--- src/sv/sess_pkg.sv ---
// ----------------------------------------------------------------------------
// Snapshot scheduler package
// Shared types and constants for the snapshot scheduler and its divider.
// ----------------------------------------------------------------------------
package sess_pkg;

  // Configuration port
  localparam int unsigned CFG_IDX_W = 8;
  localparam logic [CFG_IDX_W-1:0] REG_TARGET    = CFG_IDX_W'(0);
  localparam logic [CFG_IDX_W-1:0] REG_INTERVAL  = CFG_IDX_W'(1);
  localparam logic [CFG_IDX_W-1:0] REG_TIME_BUDG = CFG_IDX_W'(2);
  localparam logic [CFG_IDX_W-1:0] REG_ITER_BUDG = CFG_IDX_W'(3);

  // Request codes
  localparam logic REQ_START  = 1'b0;
  localparam logic REQ_REPORT = 1'b1;

  // One second in 10-bit fixed point
  localparam logic [32:0] ONE_SECOND = 33'd1024;

  // Divider: 32-bit dividend, 16-bit divisor, one quotient bit per cycle
  localparam int unsigned DIV_STEPS_W = 6;
  localparam logic [DIV_STEPS_W-1:0] DIV_STEPS_TIME = DIV_STEPS_W'(32);
  localparam logic [DIV_STEPS_W-1:0] DIV_STEPS_ITER = DIV_STEPS_W'(16);

  typedef struct packed {
    logic                   start;
    logic [DIV_STEPS_W-1:0] steps;
  } div_req_t;

  typedef struct packed {
    logic        done;
    logic [31:0] quotient;
  } div_sts_t;

  // Sequencer states
  typedef enum logic [2:0] {
    ST_IDLE,
    ST_FIRE,
    ST_TIME,
    ST_TDIV,
    ST_ITER,
    ST_IDIV,
    ST_FINISH
  } state_t;

endpackage

--- src/sv/sess_div.sv ---
// ----------------------------------------------------------------------------
// Snapshot scheduler divider
// Restoring unsigned divider, one quotient bit per cycle, shared by the
// time and iteration rescheduling steps.
// ----------------------------------------------------------------------------
module sess_div (
  input  logic                clk,
  input  logic                rst_n,
  input  sess_pkg::div_req_t  req,
  input  logic [31:0]         dividend,
  input  logic [15:0]         divisor,
  output sess_pkg::div_sts_t  sts
);

  logic [sess_pkg::DIV_STEPS_W-1:0] cnt_r, cnt_nxt;
  logic                             done_r, done_nxt;
  logic [31:0]                      quo_r, quo_nxt;
  logic [15:0]                      rem_r, rem_nxt;
  logic [15:0]                      dvs_r, dvs_nxt;
  logic [16:0]                      shifted;
  logic [17:0]                      diff;

  // One restoring step: shift in the next dividend bit and try a subtract.
  always_comb begin
    shifted  = {rem_r, quo_r[31]};
    diff     = {1'b0, shifted} - {2'b00, dvs_r};
    cnt_nxt  = cnt_r;
    done_nxt = 1'b0;
    quo_nxt  = quo_r;
    rem_nxt  = rem_r;
    dvs_nxt  = dvs_r;
    if (req.start) begin
      cnt_nxt = req.steps;
      quo_nxt = dividend;
      rem_nxt = '0;
      dvs_nxt = divisor;
    end else if (cnt_r != '0) begin
      cnt_nxt = cnt_r - 1'b1;
      if (diff[17]) begin
        rem_nxt = shifted[15:0];
        quo_nxt = {quo_r[30:0], 1'b0};
      end else begin
        rem_nxt = diff[15:0];
        quo_nxt = {quo_r[30:0], 1'b1};
      end
      done_nxt = (cnt_r == sess_pkg::DIV_STEPS_W'(1));
    end
  end

  // Control state is reset, the data path is not.
  always_ff @(posedge clk) begin
    if (!rst_n) begin
      cnt_r  <= '0;
      done_r <= 1'b0;
    end else begin
      cnt_r  <= cnt_nxt;
      done_r <= done_nxt;
    end
  end

  always_ff @(posedge clk) begin
    quo_r <= quo_nxt;
    rem_r <= rem_nxt;
    dvs_r <= dvs_nxt;
  end

  assign sts.done     = done_r;
  assign sts.quotient = quo_r;

endmodule

--- src/sv/snapshot_even_spread_scheduler_unit.sv ---
// ----------------------------------------------------------------------------
// Snapshot even-spread scheduler
// Decides when a loop bounded by time and iteration count takes snapshots.
// ----------------------------------------------------------------------------
// One transaction at a time. A report that does not fire goes from the
// idle state through the fire state to the finish state, which loads the
// output register. A start or a firing report also passes through the
// time and iteration states, and spreading the remaining time or the
// remaining iterations by division adds a run of the divider in its own
// state. The single shared restoring divider retires one quotient bit per
// cycle and serves both steps in turn, so each transaction waits for its
// divider runs to finish before the next one is accepted. A
// result that is not taken holds the sequencer in its last step until the
// output register frees up. The next input transaction is accepted as
// soon as the sequencer is idle, even while the previous result still
// waits in the output register. Configuration writes are always ready.
module snapshot_even_spread_scheduler_unit (
  input  logic                            clk,
  input  logic                            rst_n,
  // Configuration write channel
  input  logic                            cfg_valid,
  output logic                            cfg_ready,
  input  logic [sess_pkg::CFG_IDX_W-1:0]  cfg_index,
  input  logic [31:0]                     cfg_data,
  // Input channel
  input  logic                            in_valid,
  output logic                            in_ready,
  input  logic                            in_req_type,
  input  logic [31:0]                     in_now_time,
  input  logic [15:0]                     in_now_iteration,
  // Result channel
  output logic                            out_valid,
  input  logic                            out_ready,
  output logic                            out_take_snapshot,
  output logic [32:0]                     out_next_fire_time,
  output logic [16:0]                     out_next_fire_iteration,
  output logic [15:0]                     out_fired_count
);

  // Configuration registers
  logic [15:0] target_r, interval_r, iter_budget_r;
  logic [31:0] time_budget_r;

  // Scheduler state
  logic [15:0] fire_count_r, fire_count_nxt;
  logic [32:0] time_mark_r, time_mark_nxt;
  logic [16:0] iter_mark_r, iter_mark_nxt;

  // Sequencer and working registers
  sess_pkg::state_t   state_r, state_nxt;
  logic               req_r;
  logic [31:0]        t_r;
  logic [15:0]        i_r;
  logic               fire_r;
  logic signed [16:0] owed_r;
  logic signed [16:0] left;
  logic               owed_pos;
  logic               sched;
  logic               hit;
  logic               time_div;
  logic               iter_div;
  logic               out_load;

  // Output register
  logic        out_valid_r;
  logic        out_take_r;
  logic [32:0] out_time_r;
  logic [16:0] out_iter_r;
  logic [15:0] out_count_r;

  // Divider interface
  sess_pkg::div_req_t div_req;
  sess_pkg::div_sts_t div_sts;
  logic [31:0]        div_dividend;

  assign cfg_ready = 1'b1;

  // Configuration writes; unknown indexes are ignored.
  always_ff @(posedge clk) begin
    if (!rst_n) begin
      target_r      <= '0;
      interval_r    <= '0;
      time_budget_r <= '0;
      iter_budget_r <= '0;
    end else if (cfg_valid) begin
      unique case (cfg_index)
        sess_pkg::REG_TARGET:    target_r      <= cfg_data[15:0];
        sess_pkg::REG_INTERVAL:  interval_r    <= cfg_data[15:0];
        sess_pkg::REG_TIME_BUDG: time_budget_r <= cfg_data;
        sess_pkg::REG_ITER_BUDG: iter_budget_r <= cfg_data[15:0];
        default: ;
      endcase
    end
  end

  // Decision terms used by both the sequencer and the data path.
  always_comb begin
    hit      = ({1'b0, t_r} >= time_mark_r) || ({1'b0, i_r} >= iter_mark_r);
    sched    = (req_r == sess_pkg::REQ_START) ||
               (((target_r != '0) || (interval_r != '0)) && hit);
    owed_pos = !owed_r[16] && (owed_r != '0);
    left     = $signed({1'b0, iter_budget_r}) - $signed({1'b0, i_r});
    time_div = owed_pos && (time_budget_r > t_r);
    iter_div = (target_r != '0) && owed_pos && (left != '0) && !(owed_r >= left);
  end

  // Next state
  always_comb begin
    state_nxt = state_r;
    unique case (state_r)
      sess_pkg::ST_IDLE:   if (in_valid) state_nxt = sess_pkg::ST_FIRE;
      sess_pkg::ST_FIRE:   state_nxt = sched ? sess_pkg::ST_TIME : sess_pkg::ST_FINISH;
      sess_pkg::ST_TIME:   state_nxt = time_div ? sess_pkg::ST_TDIV : sess_pkg::ST_ITER;
      sess_pkg::ST_TDIV:   if (div_sts.done) state_nxt = sess_pkg::ST_ITER;
      sess_pkg::ST_ITER:   state_nxt = iter_div ? sess_pkg::ST_IDIV : sess_pkg::ST_FINISH;
      sess_pkg::ST_IDIV:   if (div_sts.done) state_nxt = sess_pkg::ST_FINISH;
      sess_pkg::ST_FINISH: if (out_load) state_nxt = sess_pkg::ST_IDLE;
      default:             state_nxt = sess_pkg::ST_IDLE;
    endcase
  end

  // Sequencer outputs
  always_comb begin
    in_ready      = 1'b0;
    out_load      = 1'b0;
    div_req.start = 1'b0;
    div_req.steps = sess_pkg::DIV_STEPS_TIME;
    div_dividend  = time_budget_r - t_r;
    unique case (state_r)
      sess_pkg::ST_IDLE:   in_ready = 1'b1;
      sess_pkg::ST_TIME:   div_req.start = time_div;
      sess_pkg::ST_ITER: begin
        div_req.start = iter_div;
        div_req.steps = sess_pkg::DIV_STEPS_ITER;
        div_dividend  = {left[15:0], 16'h0000};
      end
      sess_pkg::ST_FINISH: out_load = !out_valid_r || out_ready;
      default: ;
    endcase
  end

  // Mark and count updates
  always_comb begin
    time_mark_nxt  = time_mark_r;
    iter_mark_nxt  = iter_mark_r;
    fire_count_nxt = fire_count_r;
    unique case (state_r)
      sess_pkg::ST_TIME: begin
        if (!owed_pos) begin
          time_mark_nxt = {1'b0, time_budget_r} + sess_pkg::ONE_SECOND;
        end else if (!time_div) begin
          time_mark_nxt = {1'b0, t_r};
        end
      end
      sess_pkg::ST_TDIV: begin
        if (div_sts.done) begin
          time_mark_nxt = {1'b0, t_r} + {1'b0, div_sts.quotient};
        end
      end
      sess_pkg::ST_ITER: begin
        if (target_r == '0) begin
          iter_mark_nxt = {1'b0, i_r} + {1'b0, interval_r};
        end else if (!owed_pos) begin
          iter_mark_nxt = {1'b0, iter_budget_r} + 17'd1;
        end else if (!iter_div) begin
          iter_mark_nxt = {1'b0, i_r} + 17'd1;
        end
      end
      sess_pkg::ST_IDIV: begin
        if (div_sts.done) begin
          iter_mark_nxt = {1'b0, i_r} + {1'b0, div_sts.quotient[15:0]};
        end
      end
      sess_pkg::ST_FINISH: begin
        if (fire_r && (fire_count_r != 16'hFFFF)) begin
          fire_count_nxt = fire_count_r + 16'd1;
        end
      end
      default: ;
    endcase
  end

  // Control and state registers
  always_ff @(posedge clk) begin
    if (!rst_n) begin
      state_r      <= sess_pkg::ST_IDLE;
      fire_count_r <= '0;
      time_mark_r  <= '0;
      iter_mark_r  <= '0;
      out_valid_r  <= 1'b0;
    end else begin
      state_r <= state_nxt;
      if (!(state_r == sess_pkg::ST_FINISH) || out_load) begin
        fire_count_r <= fire_count_nxt;
      end
      time_mark_r <= time_mark_nxt;
      iter_mark_r <= iter_mark_nxt;
      if (out_load) begin
        out_valid_r <= 1'b1;
      end else if (out_ready) begin
        out_valid_r <= 1'b0;
      end
    end
  end

  // Working registers: capture the transaction, then decide.
  always_ff @(posedge clk) begin
    if (state_r == sess_pkg::ST_IDLE && in_valid) begin
      req_r <= in_req_type;
      t_r   <= in_now_time;
      i_r   <= in_now_iteration;
    end
    if (state_r == sess_pkg::ST_FIRE) begin
      owed_r <= $signed({1'b0, target_r}) - $signed({1'b0, fire_count_r});
      fire_r <= (req_r == sess_pkg::REQ_REPORT) && sched;
      if (req_r == sess_pkg::REQ_START) begin
        t_r <= '0;
        i_r <= '0;
      end
    end
  end

  // Result register
  always_ff @(posedge clk) begin
    if (out_load) begin
      out_take_r  <= fire_r;
      out_time_r  <= time_mark_r;
      out_iter_r  <= iter_mark_r;
      out_count_r <= fire_count_nxt;
    end
  end

  sess_div u_div (
    .clk      (clk),
    .rst_n    (rst_n),
    .req      (div_req),
    .dividend (div_dividend),
    .divisor  (owed_r[15:0]),
    .sts      (div_sts)
  );

  assign out_valid               = out_valid_r;
  assign out_take_snapshot       = out_take_r;
  assign out_next_fire_time      = out_time_r;
  assign out_next_fire_iteration = out_iter_r;
  assign out_fired_count         = out_count_r;

endmodule

--- config.mk ---
export PLATFORM = sky130hd
export DESIGN_NAME = snapshot_even_spread_scheduler_unit
export DESIGN_NICKNAME = d
export VERILOG_FILES = /design/src/sv/sess_pkg.sv /design/src/sv/sess_div.sv /design/src/sv/snapshot_even_spread_scheduler_unit.sv
export SDC_FILE = /design/constraint.sdc
export NUM_CORES = 1
export LEC_CHECK = 0
export ABC_AREA = 1
export BUFFER_PORTS_ARGS = -buffer_cell sky130_fd_sc_hd__buf_2
export CAP_MARGIN = 15
export CORE_MARGIN = 2
export CORE_UTILIZATION = 38
export CTS_CLUSTER_DIAMETER = 30
export CTS_CLUSTER_SIZE = 25
export DETAILED_ROUTE_END_ITERATION = 16
export GPL_ROUTABILITY_DRIVEN = 1
export PLACE_DENSITY_LB_ADDON = 0.1
export SYNTH_ARGS = -nofsm -noshare
export SYNTH_HDL_FRONTEND = slang
export SYNTH_HIERARCHICAL = 1
export SYNTH_SLANG_ARGS = --single-unit
--- constraint.sdc ---
create_clock -name clk -period 5.62 [get_ports clk]
set_input_delay 1.405 -clock clk [delete_from_list [all_inputs] [get_ports clk]]
set_output_delay 1.405 -clock clk [all_outputs]
set_load 0.05 [all_outputs]
==> results of run 1 <==
==> per-stage QoR <==
step	area [sq um]	utilization [%]
finish	30200	45.94
global route	30200	45.93
CTS	30200	45.93
detailed placement	26850	40.83
global placement	26850	40.83
floorplan	25220	-
==> worst max-delay path: stages (launching register included) <==
cell and delay [ps]:
dfxtp_1 420, ha_1 180, inv_1 70, fa_1 430, nand3_1 110, nand3_2 130
nand2_1 110, nand2_1 80, nand3b_1 90, o2111ai_1 180, ha_1 420, nand4_1 130
nor2_1 170, nand4_1 120, nand4_1 110, nand2_1 50, nand2_1 50, nor2_1 60
nand3_2 140, nand2_2 80, nor2_1 720, inv_2 360, buf_12 280, o211ai_1 90
a21oi_1 50
==> logic make-up (layout without fill, tap and decap cells) <==
logic type | count (synthesis) | count (layout)
buf+inv | 584 | 838
fa+ha+maj | 221 | 221
flops | 355 | 355
other cells | 2 | 8
compound gates | 789 | 789
xor+xnor | 79 | 79
simple gates | 1521 | 1521
mux | 1 | 1
==> cells in the final DEF (no fill, tap or decap), types with 11 or more instances in the layout <==
cell and count:
dfxtp_1 221, inv_2 11, nand4_1 52, a21oi_1 334, clkinvlp_4 18, ha_1 214
o21ai_0 265, a31oi_1 25, nand3_2 13, bufinv_16 14, buf_2 161, nor4_1 18
inv_1 463, nand3_1 185, nand3b_1 18, nand2_2 28, o21bai_1 14, nor3_1 43
a21o_1 14, edfxtp_1 134, xor2_1 55, nor2_1 333, o22ai_1 51, xnor2_1 24
clkinv_1 12, or2_2 20, clkbuf_16 92, o211ai_1 30, buf_4 21, nand2_1 775
==> flip-flops by register name (all words and copies together), names as in the netlist, 17 cells and up <==
| name | count |
|---|---|
| t_r | 32 |
| iter_mark_r | 17 |
| out_next_fire_iteration | 17 |
| time_budget_r | 32 |
| owed_r | 17 |
| out_next_fire_time | 33 |
| time_mark_r | 33 |
| u_div/quo_r | 32 |
==> layer usage <==
layer	vias to the layer above	part of all wire, %	global-route usage, %
met3	141	6.2	3.939
met4	0	3.0	9.280
li1	12310	-	-
met2	720	44	40.82
met5	-	0	0
met1	11240	47	35.91
==> worst paths after layout <==
check                          endpoint           start
max                      u_div/cnt_r[5]          i_r[0]
min          out_next_fire_iteration[8]  iter_mark_r[8]
max reg2reg              u_div/cnt_r[5]          i_r[0]
min reg2reg  out_next_fire_iteration[8]  iter_mark_r[8]
==> report_power, final <==
part / switching, uW / internal [uW] / total (uW)
clock network: 1790 / 3780 / 5570
logic: 5760 / 2890 / 8650
registers: 733 / 3460 / 4190
==> final cells by class <==
type,count,area [sq um]
clock buffer,109,2446
inverter,480,1805
multi-input combinational,2616,14490
fill,6840,35540
tap,864,1081
timing repair buffer,185,1023
antenna,3,7.507
clock inverter,64,902.1
sequential,355,8448
==> flow_summary.yaml, run 1 <==
status:
  status: "completed"
route:
  first_pass_iters: 5
  wl_per_cell_um: 19.16
  route.detailed.drc: 0
  vias_per_cell: 5.221
  drt.antenna.violating_nets: 0
  finalWirelength_um: 89570
  drt_iter0_drc: 1828
  via_count: 24410
clock_network:
  numCtsBuffers: 92
  cts-root-buf: "clkbuf_16"
  clkSlewWorstSetupHoldPaths_ps: 50
  cts-htree-levels: 3
  cts_resized: 0
  clockBufferDepth: 3
  cts_setup_buffers: 0
  ctsHoldBuffers: 0
  cts.sinks: 355
  cts_tree: "built"
  clk_latency_ps: 650
global_routing:
  grt_max_degree: 62
  grt_pass1_vias: 23100
  gr-total-overflow: 0
  grt_pass1_wl_um: 135100
  antenna_found_initial: 0
  grt_use_total_pct: 25.91
yosys:
  postSynthAreaPerCell_sq_um: 7.098
  syn_inst: 3552
  synth_xor_area_share_pct: 2.744
  yosysMostFrequentCell: "nand2_1"
  synth_common_cells: "nand2_1, inv_1, a21oi_1, nor2_1, o21ai_0"
  ys_types: 66
  netlist.area_leader.share_pct: 17.55
  synth_top_area_cell: "dfxtp_1"
  muxShareOfSynthArea_pct: 0.03970
  synth_top_family_by_area: "simple AND/OR/NAND/NOR gates"
  yosys_warnings: 6
  synth_compound_area_share_pct: 17.21
  synth_ff_type: "dfxtp_1"
  syn_area_sq_um: 25210
  synthSimpleGateAreaFrac_pct: 26.18
  ys_ff_latch: 355
  synthAdderAreaFrac_pct: 11.18
  synth-edff-count: 134
  yosys-top-cells-area: "dfxtp_1, edfxtp_1, nand2_1, ha_1, inv_1"
  yosysSeqAreaShare_pct: 33.51
  async_reset_ff_share_pct: 0
sta:
  worst_pin_slew_ps: 1093
  finalWorstPathRequiredPeriod_ps: 4779
  setup_viol: 0
  maxSlewHeadroom_pct: 27.04
  tns_ps: 0
  period_share_pct: 85.04
  rsz0062_at_grt: "no"
  fmax_mhz: 209.2
  whs_ps: 428.4
  slew_violations: 0
  skew_ps: 35.46
  hold_violations: 0
  setup_ws_ps: 841.0
worst_hold_path:
  hold_class: "flop to flop"
  hold-path-cell-count: 0
worst_setup_path:
  criticalPathCategory: "flop to flop"
  reg2reg_slack_ps: 840
  cp-start-kind: "flop"
  cp-end-kind: "flop"
  worstPathArrival_ps: 5290
  cp.required_ps: 6130
  cp_max_fo: 26
  reg2regPathDepth: 24
floorplan:
  die_area_sq_um: 68420
  core-area_sq_um: 65750
  row_count: 94
  dieWidth_um: 261.6
  start_util_pct: 38.35
  io_pins: 164
  die_height_um: 261.6
power:
  peakVddDrop_uv: 249.0
  powerDensity_nw_per_um2: 609.5
  power_uw: 18410
  power_leakage_uw: 0.01383
final_layout:
  finalNonFillerCells: 4676
  final_nets: 4045
  area_growth_syn_to_layout_pct: 19.80
  drive_gt1_share_pct: 11.68
place:
  io_buffers: 162
  gp_congestion: 0.9555
  place_ws_ps: 850.6
  dp_cells: 4500
  hpwl_um: 69950
job:
  drv_cap: 0
Note: power is estimated with default switching activity, not from simulation.
==> inputs of run 2 (changes only) <==
Settings changed: BUFFER_PORTS_ARGS -buffer_cell sky130_fd_sc_hd__buf_2 to default, DONT_BUFFER_PORTS from default to 1.
==> flow_summary.yaml, run 2 (synthesized netlist as in run 1, its figures left out) <==
clock_network:
  ctsHoldBuffers: 0
  cts-htree-levels: 3
  cts-root-buf: "clkbuf_16"
  numCtsBuffers: 92
  cts.sinks: 355
  clkSlewWorstSetupHoldPaths_ps: 40
  clockBufferDepth: 3
  clk_latency_ps: 640
  cts_tree: "built"
floorplan:
  io_pins: 164
  dieWidth_um: 261.6
  die_area_sq_um: 68420
  row_count: 94
  die_height_um: 261.6
  core-area_sq_um: 65750
  start_util_pct: 38.35
final_layout:
  drive_gt1_share_pct: 7.903
  final_cell_mix: "nand2_1, inv_1, a21oi_1"
  final_nets: 3879
  finalNonFillerCells: 4511
  fill_cells: 6805
  regArea_sq_um: 8448
  area_growth_syn_to_layout_pct: 16.20
  multiInputGateArea_sq_um: 14490
  final_common_cell: "nand2_1"
sta:
  hold_violations: 0
  slew_violations: 0
  worst_pin_slew_ps: 1144
  setup_viol: 0
  skew_ps: 29.91
  period_share_pct: 88.59
  finalWorstPathRequiredPeriod_ps: 4979
  rsz0062_at_grt: "no"
  maxSlewHeadroom_pct: 23.72
  tns_ps: 0
  setup_ws_ps: 641.2
  fmax_mhz: 200.9
worst_setup_path:
  crit_slowest_cell: "nor2_1"
  max_stage_delay_ps: 780
  critical_path.cell_chain: "inv_1 > fa_1 > nand3_1 > nand3_2 > nand2_1 > nand2_1 > nand3b_1 > o2111ai_1 > ha_1 > a21oi_1 > o21ai_0 > nor2_1 > nand3_1 > nand2_1 > nand2_1 > nand2_1 > nor2_1 > nand3_2 > nand2_2 > nor2_1 > inv_2"
  criticalPathCategory: "flop to flop"
  cp-end-kind: "flop"
  cp-start-kind: "flop"
  crit_path_frequent_cell: "nand2_1"
  reg2reg_slack_ps: 640
  worstPathArrival_ps: 5180
  cp.required_ps: 5820
  cp_max_fo: 41
global_routing:
  gr-total-overflow: 0
  grt_use_total_pct: 26.01
  grt_max_degree: 141
  grt_pass1_wl_um: 136100
  antenna_found_initial: 6
  grt_pass1_vias: 22810
route:
  drt_iter0_drc: 2118
  wl_met2_um: 39740
  wl_met1_um: 42300
  wl_per_cell_um: 19.95
  drt.antenna.violating_nets: 0
  first_pass_iters: 6
  via_count: 23950
  vias_per_cell: 5.309
  finalWirelength_um: 90010
  top_layer_used: "met4"
  met3_length_um: 5944
  route.detailed.drc: 0
job:
  drv_cap: 0
power:
  power_uw: 18340
  power_leakage_uw: 0.01318
  peakVddDrop_uv: 361.1
  powerDensity_nw_per_um2: 626.1
worst_hold_path:
  hold_class: "flop to flop"
place:
  io_buffers: 0
  gp_congestion: 0.9668
  dp_cells: 4334
  place_ws_ps: 557.9
  hpwl_um: 69390
status:
  status: "completed"
## run 2: cell types whose count changed in the layout (fill, tap and decap cells not counted), sizes merged
cell	change
inv	+1
clkinvlp	-4
clkbuf	-4
buf	-166
bufinv	+1
clkinv	+7
## run 2: worst max-delay path, delay by kind of cell, from the launching register on
| family | cells | cell delay, ps |
|---|---|---|
| AOI/OAI and AO/OA | 3 | 430 |
| buffers and inverters | 2 | 830 |
| adders and majority gates | 2 | 890 |
| DFF | 1 | 400 |
| and+or+nand+nor | 14 | 1980 |
## run 2: worst paths after layout
| kind | start | endpoint | cells past startpoint |
|---|---|---|---|
| worst max-delay path | i_r[1] | u_div/quo_r[6] | 21 |
| worst min-delay path | time_mark_r[20] | out_next_fire_time[20] | 0 |
| worst max register to register | i_r[1] | u_div/quo_r[6] | 21 |
| worst min register to register | time_mark_r[20] | out_next_fire_time[20] | 0 |
## run 2: final cells by class
cell class              count  area share [%]
clock buffers             105           8.303
multi-input cells        2616           49.46
clock inverters            69           2.981
well taps                 864           3.690
inverters                 480           6.176
diodes                      3         0.02563
flip-flops and latches    355           28.84
repair buffers             19          0.5296
## run 2: report_power, final
group | internal [uW] | total [uW] | switching [uW]
logic | 2820 | 8520 | 5700
registers | 3460 | 4260 | 797
clock network | 3810 | 5560 | 1750
total | 10100 | 18300 | 8250
## run 2: what timing repair did
action,in CTS,in global routing
setup endpoints to repair,0,2
setup buffers,0,0
gates resized for setup,0,1
## run 2: stage by stage
stage	utilization (%)	cell area, sq um	hold WS [ps]
final	44.56	29300	428.1
after global routing	44.56	29290	427.3
after CTS	44.54	29280	418.8
after detailed placement	39.51	25980	415.1
after global placement	39.51	25980	415.6
after floorplan	-	25220	408.2
## run 2: layer usage
metal | track usage [%] | vias up
met1 | 36.43 | 11090
met5 | 0 | -
li1 | - | 11980
met3 | 4.868 | 126
met2 | 40.66 | 753
met4 | 7.434 | 0
